**config.mk**
```make
export PLATFORM = sky130hd
export DESIGN_NAME = tcpt_ram
export DESIGN_NICKNAME = d
export VERILOG_FILES = /design/src/hdl/tcpt_ram.sv
export SDC_FILE = /design/constraint.sdc
export NUM_CORES = 1
export LEC_CHECK = 0
export ABC_CLOCK_PERIOD_IN_PS = 4500
export BUFFER_PORTS_ARGS = -buffer_cell sky130_fd_sc_hd__buf_4
export CORE_MARGIN = 4
export CORE_UTILIZATION = 30
export DETAILED_ROUTE_END_ITERATION = 12
export HOLD_SLACK_MARGIN = 0.08
export PLACE_DENSITY_LB_ADDON = 0.05
export SLEW_MARGIN = 20
export SYNTH_ARGS = -nofsm -noshare
export SYNTH_HDL_FRONTEND = slang
export SYNTH_SLANG_ARGS = --single-unit
```
**constraint.sdc**
```tcl
create_clock -name clk -period 4.5 [get_ports clk]
set_clock_uncertainty 0.15 [all_clocks]
set_input_delay 1.125 -clock clk [delete_from_list [all_inputs] [get_ports clk]]
set_output_delay 1.125 -clock clk [all_outputs]
set_load 0.05 [all_outputs]
```
**src/hdl/tcpt_ram.sv**
```systemverilog
module tcpt_ram #(
  parameter int WIDTH = 8,
  parameter int DEPTH = 16
) (
  input  logic                     clk,
  input  logic                     we,
  input  logic [$clog2(DEPTH)-1:0] waddr,
  input  logic [WIDTH-1:0]         wdata,
  input  logic [$clog2(DEPTH)-1:0] raddr,
  output logic [WIDTH-1:0]         rdata
);

  logic [WIDTH-1:0] mem [DEPTH];

  always_ff @(posedge clk) begin
    if (we) begin
      mem[waddr] <= wdata;
    end
    rdata <= mem[raddr];
  end

endmodule

```
==> results.yml, run 1 <==
run_status:
  outcome: "finished clean"
yosys:
  synth_nets: 247
  synthArstFlopShare_pct: 0
  netlist_instances: 229
  netlist_area_mm2: 0.00515
  synth_top_area_cell: "edfxtp_1"
  yosysWarnings: 0
  netlist.area_leader.share_pct: 74.7
  synth_edf_count: 128
  synth.area.top_cells: "edfxtp_1 75%, mux4_2 7.9%, mux4_1 7.1%"
  synth_cell_types: 19
  synthMostInstantiatedCell: "edfxtp_1"
  synth_common_cells: "128 x edfxtp_1, 18 x mux4_2, 16 x a22oi_1"
  postSynthAreaPerCell_um2: 22.5
  ys_seq_elements: 136
  ys_seq_area_share_pct: 77.8
  ys.flop_type: "edfxtp_1"
sta:
  hold_ws_ns: 0.524
  rsz0062_at_grt: "false"
  tightestPinTransition_ns: 1.08
  fin_setup_tns_ns: 0
  slew_violations: 0
  fin_crit_ns: 2.59
  fin_crit_sh_pct: 57.6
  max_freq_mhz: 386
  slew-limit-headroom_pct: 27.6
  setup_viol: 0
  final-hold-violation-count: 0
worst_setup_path:
  cp.required_ns: 4.63
  cpMaxStageDelayCell: "mux4_1"
  cp_slowest_stage_delay_ns: 0.65
  crit_buf_inv: 1
  crit_chain: "buf_4 -> mux4_1 -> a22oi_1 -> nand2_1"
  critPathKind: "input port to flop"
  cp.arrival_ns: 2.72
  cp_top_family: "multiplexers"
  worstSetupEndpointType: "flop"
  startpoint_type: "input port"
  worstPathMaxFanout: 32
place:
  place_congestion: 0.697
  place_inst: 467
  dp_hpwl_mm: 6.82
  port_buffers: 25
cts:
  cts.clk_slew.worst_paths_ns: 0.05
  cts_resized: 0
  clk_path_buf_depth: 2
  cts_made_buffers: 17
  clockRootBuffer: "clkbuf_16"
  cts_setup_buffers: 0
  clkSinkCount: 136
  cts_tree: "done"
  h-tree-depth: 4
  clk_latency_ns: 0.41
  cts_hold_buf: 0
detailed_routing:
  drtAntennaViolNets: 0
  firstDrtPassIters: 4
  drt_iter0_drc: 197
  vias: 2355
  route.detailed.drc: 0
  vias_per_cell: 4.73
  drt-wirelength-per-cell_um: 22.1
  wl_mm: 11.0
die:
  rows: 47
  core_area_mm2: 0.0167
  start_util_pct: 30.8
  die_y_um: 139
  die_w_um: 139
  dieArea_mm2: 0.0193
  ios: 26
grt:
  grt_pass1_wl_mm: 16.1
  grt_max_degree: 33
  track_usage_pct: 11.8
  grt_pass1_vias: 2478
  grt_overflow: 0
  antenna_found_initial: 0
power:
  ir_drop_v: 0.000239
  pwr_density_cell_mw_per_mm2: 474
  leakage_nw: 2.02
  total_power_mw: 2.90
finish:
  areaGrowthSynthToFinish_pct: 18.8
  antenna_cells: 0
  num-fill-cells: 1564
  drive_gt1_share_pct: 28.1
  fin_cells: 498
  fin_nets: 284
hold_path:
  min_path_type: "flop to flop"
flow_run:
  maxCapViolCount: 0
## stage by stage
stage / util, % / instance area, um^2 / setup WS (ns)
final: 36.6 / 6110 / 1.91
after global routing: 36.6 / 6110 / 1.77
after CTS: 36.6 / 6110 / 1.75
after detailed placement: 33.2 / 5550 / 1.31
after global placement: 33.2 / 5550 / 1.41
after floorplan: - / 5150 / 1.73
## routing by layer
layer  GRT usage (%)  part of all wire (%)  wire, um
met1            15.3                    46      5060
met2            18.8                    49      5400
met3            3.41                   3.5       381
met4            4.89                   1.6       180
met5               0                     0         0
## cells by family (layout without fill, tap and decap cells)
| group | Yosys count | after routing | synth area share (%) |
|---|---|---|---|
| and+or+nand+nor | 35 | 35 | 3.18 |
| muxes | 32 | 32 | 15.0 |
| buffers and inverters | 10 | 59 | 1.68 |
| AOI/OAI and AO/OA | 16 | 16 | 2.33 |
| DFF | 136 | 136 | 77.8 |
## final cells by class
cell class	instances	area, um^2	share of cell area (%)
sequential	136	4000	65.5
multi-input combinational	83	1060	17.4
clock buffer	20	457	7.47
tap	220	275	4.50
timing repair buffer	28	210	3.44
clock inverter	11	105	1.72
## worst paths after layout
check | depth (start not counted) | slack, ns | start | to
worst min-delay path | 3 | 0.52 | mem[12][0]$_DFFE_PP_ | rdata[0]$_DFF_P_
worst min register to register | 3 | 0.52 | mem[12][0]$_DFFE_PP_ | rdata[0]$_DFF_P_
worst max register to register | 3 | 2.90 | mem[1][5]$_DFFE_PP_ | rdata[5]$_DFF_P_
worst max-delay path | 4 | 1.91 | raddr[0] | rdata[5]$_DFF_P_
## where the power goes
group / total [mW] / internal, mW / switching [mW]
clock: 1.31 / 0.831 / 0.476
combinational: 0.166 / 0.0601 / 0.106
sequential: 1.42 / 1.42 / 0.00721
## state kept, by name, summed over array words and instances (netlist names)
register  cells
mem         128
rdata         8
## layout by cell type, fill, tap and decap left out
cell,instances
clkinv_2,9
nand3b_1,2
edfxtp_1,128
mux4_2,18
or3b_2,1
nand2_1,9
clkbuf_1,1
nor3_2,1
clkbuf_8,2
nor2b_1,1
nor2_1,13
bufinv_16,2
nor3_1,3
and2b_1,1
nand3_1,1
mux4_1,14
buf_4,28
nand2b_1,2
a22oi_1,16
dfxtp_1,8
clkbuf_16,17
and2_1,1
## tightest hold or removal path: stages, from the launching register on
cell and delay [ns]:
edfxtp_1 0.31, mux4_2 0.22, a22oi_1 0.06, nand2_1 0.05
Power figures use the tool's default switching activity.
==> inputs of run 2 (changes only) <==
--- a/config.mk
+++ b/config.mk
@@ -5,7 +5,8 @@
 export SDC_FILE = /design/constraint.sdc
 export NUM_CORES = 1
 export LEC_CHECK = 0
-export ABC_CLOCK_PERIOD_IN_PS = 4500
+export ABC_AREA = 1
+export ABC_CLOCK_PERIOD_IN_PS = 2300
 export BUFFER_PORTS_ARGS = -buffer_cell sky130_fd_sc_hd__buf_4
 export CORE_MARGIN = 4
 export CORE_UTILIZATION = 30
==> constraint.sdc (replaced) <==
create_clock -name clk -period 2.3 [get_ports clk]
set_clock_uncertainty 0.15 [all_clocks]
set_input_delay 0.575 -clock clk [delete_from_list [all_inputs] [get_ports clk]]
set_output_delay 0.575 -clock clk [all_outputs]
set_load 0.05 [all_outputs]
==> results.yml, run 2 <==
worst_setup_path:
  cp_slowest_stage_delay_ns: 0.36
  worstSetupEndpointType: "output pin"
  cp_top_family: "flip-flops"
  cp.arrival_ns: 1.00
  crit_buf_inv: 1
  critPathKind: "flop to output pin"
  cpMaxStageDelayCell: "dfxtp_1"
  crit_chain: "buf_4"
  startpoint_type: "flop"
  worstPathMaxFanout: 1
  cp.required_ns: 1.57
grt:
  antenna_found_initial: 0
  track_usage_pct: 14.9
  grt_pass1_wl_mm: 23.2
  grt_overflow: 0
  grt_max_degree: 65
  grt_pass1_vias: 3714
cts:
  cts_hold_buf: 0
  cts_made_buffers: 17
  cts_resized: 0
  clkSinkCount: 136
  clockRootBuffer: "clkbuf_16"
  clk_path_buf_depth: 2
  cts_tree: "done"
  cts.clk_slew.worst_paths_ns: 0.06
  clk_latency_ns: 0.43
  cts_setup_buffers: 0
  h-tree-depth: 4
yosys:
  ys.flop_type: "edfxtp_1"
  netlist.area_leader.share_pct: 66.7
  synth_edf_count: 128
  synth_top_family_by_area: "simple AND/OR/NAND/NOR gates"
  postSynthAreaPerCell_um2: 10.5
  synth_nets: 569
  synth_top_area_cell: "edfxtp_1"
  ys_seq_elements: 136
  netlist_area_mm2: 0.00577
  synthArstFlopShare_pct: 0
  synth_xor_area_share_pct: 0
  synthAdderAreaFrac_pct: 0
  synth_compound_area_share_pct: 0
  netlist_instances: 551
  synth_cell_types: 12
  yosys.area_share.simple_pct: 21.0
  yosysWarnings: 0
  synthMostInstantiatedCell: "nand2_1"
  synth_common_cells: "173 x nand2_1, 128 x edfxtp_1, 100 x inv_1"
  synthMuxAreaShare_pct: 0
  ys_seq_area_share_pct: 69.4
  synth.area.top_cells: "edfxtp_1 67%, nand2_1 11%, nand3_1 8.4%"
place:
  dp_hpwl_mm: 9.20
  place_congestion: 0.748
  port_buffers: 25
sta:
  setup_viol: 0
  rsz0062_at_grt: "false"
  final-hold-violation-count: 0
  fin_crit_ns: 1.73
  fin_crit_sh_pct: 75.2
  fin_setup_tns_ns: 0
  slew-limit-headroom_pct: 64.4
  tightestPinTransition_ns: 0.533
  slew_violations: 0
  max_freq_mhz: 578
die:
  core_area_mm2: 0.0188
  die_y_um: 147
  ios: 26
  die_w_um: 147
  dieArea_mm2: 0.0215
  rows: 50
  start_util_pct: 30.6
hold_path:
  min_path_type: "input port to flop"
finish:
  drive_gt1_share_pct: 12.7
  fin_nets: 609
  post-route-util_pct: 36.6
  reg_top3: "mem (128), rdata (8)"
  final_cell_mix: "173 x nand2_1, 128 x edfxtp_1, 100 x inv_1"
  largest_register: "mem"
  largest_register_ffs: 128
  num-fill-cells: 1900
  final_common_cell: "nand2_1"
  antenna_cells: 0
  areaGrowthSynthToFinish_pct: 19.6
power:
  pwr_density_cell_mw_per_mm2: 864
  ir_drop_v: 0.000529
  leakage_nw: 2.95
detailed_routing:
  vias_per_cell: 4.33
  drt-wirelength-per-cell_um: 17.6
  drt_iter0_drc: 249
  wl_met1_mm: 6.93
  vias: 3737
  drtAntennaViolNets: 0
  routed-wl-met3_um: 619
  wl_mm: 15.2
  firstDrtPassIters: 5
  highest_layer: "met4"
  wl_met2_mm: 7.52
  route.detailed.drc: 0
flow_run:
  maxCapViolCount: 0
run_status:
  outcome: "finished clean"
==> run 2: cell types whose count changed after synthesis, moves of 2 or more <==
cell and delta:
buf_4 +3, buf_6 +3, mux4_2 -18, clkdlybuf4s25_2 -3
inv_1 +100, a22oi_1 -16, mux4_1 -14, nor2_1 +4
nand2b_1 -2, nand2_1 +164, buf_2 +10, nand3_1 +96
inv_2 +2, nor3_1 -4
==> run 2: stage by stage <==
stage          instances  setup WS, ns  instance area, um^2  power [mW]  hold WS [ns]
4_1_cts              864         0.517                 6900        6.02         0.330
2_1_floorplan        551         0.624                 5770        3.09         0.457
5_1_grt              864         0.511                 6900        6.18         0.333
3_5_place_dp         832         0.274                 6300        3.28         0.504
3_3_place_gp         832         0.287                 6300        3.28         0.483
6_report             864         0.571                 6900        5.96         0.347
==> run 2: path summary, 6_finish.rpt <==
kind                 endpoint            startpoint  slack, ns  cells past startpoint
min reg2reg  rdata[4]$_DFF_P_  mem[15][4]$_DFFE_PP_       0.51                      6
max reg2reg  rdata[6]$_DFF_P_   mem[2][6]$_DFFE_PP_       1.05                      6
max                  rdata[0]      rdata[0]$_DFF_P_       0.57                      1
min          rdata[4]$_DFF_P_              raddr[3]       0.35                      3
==> run 2: routing by layer <==
layer,GRT usage (%),up-vias
li1,-,1849
met1,19.5,1815
met2,24.5,59
met3,3.76,14
met4,4.37,0
met5,0,-
==> run 2: layout make-up <==
cell class / count / area, um^2 / area share, %
flip-flops and latches: 136 / 4000 / 58.1
inverters: 102 / 383 / 5.55
repair buffers: 45 / 375 / 5.44
multi-input cells: 289 / 1210 / 17.6
clock inverters: 8 / 92.6 / 1.34
clock buffers: 24 / 502 / 7.28
well taps: 260 / 325 / 4.72
==> run 2: power breakdown <==
group	total, mW	internal (mW)	switching, mW
sequential	2.79	2.77	0.0174
combinational	0.427	0.121	0.306
clock	2.74	1.73	1.01
total	5.96	4.62	1.34
==> run 2: worst register-to-register path: stages, from the launching register on <==
cell,delay (ns)
edfxtp_1,0.35
nand2_1,0.07
nand2_1,0.08
nand2_1,0.08
nand3_1,0.14
nand3_1,0.19
nand2_1,0.08
==> run 2: cells by family after synthesis <==
family	after synthesis
AND/OR/NAND/NOR	289
flip-flops	136
buffers and inverters	126
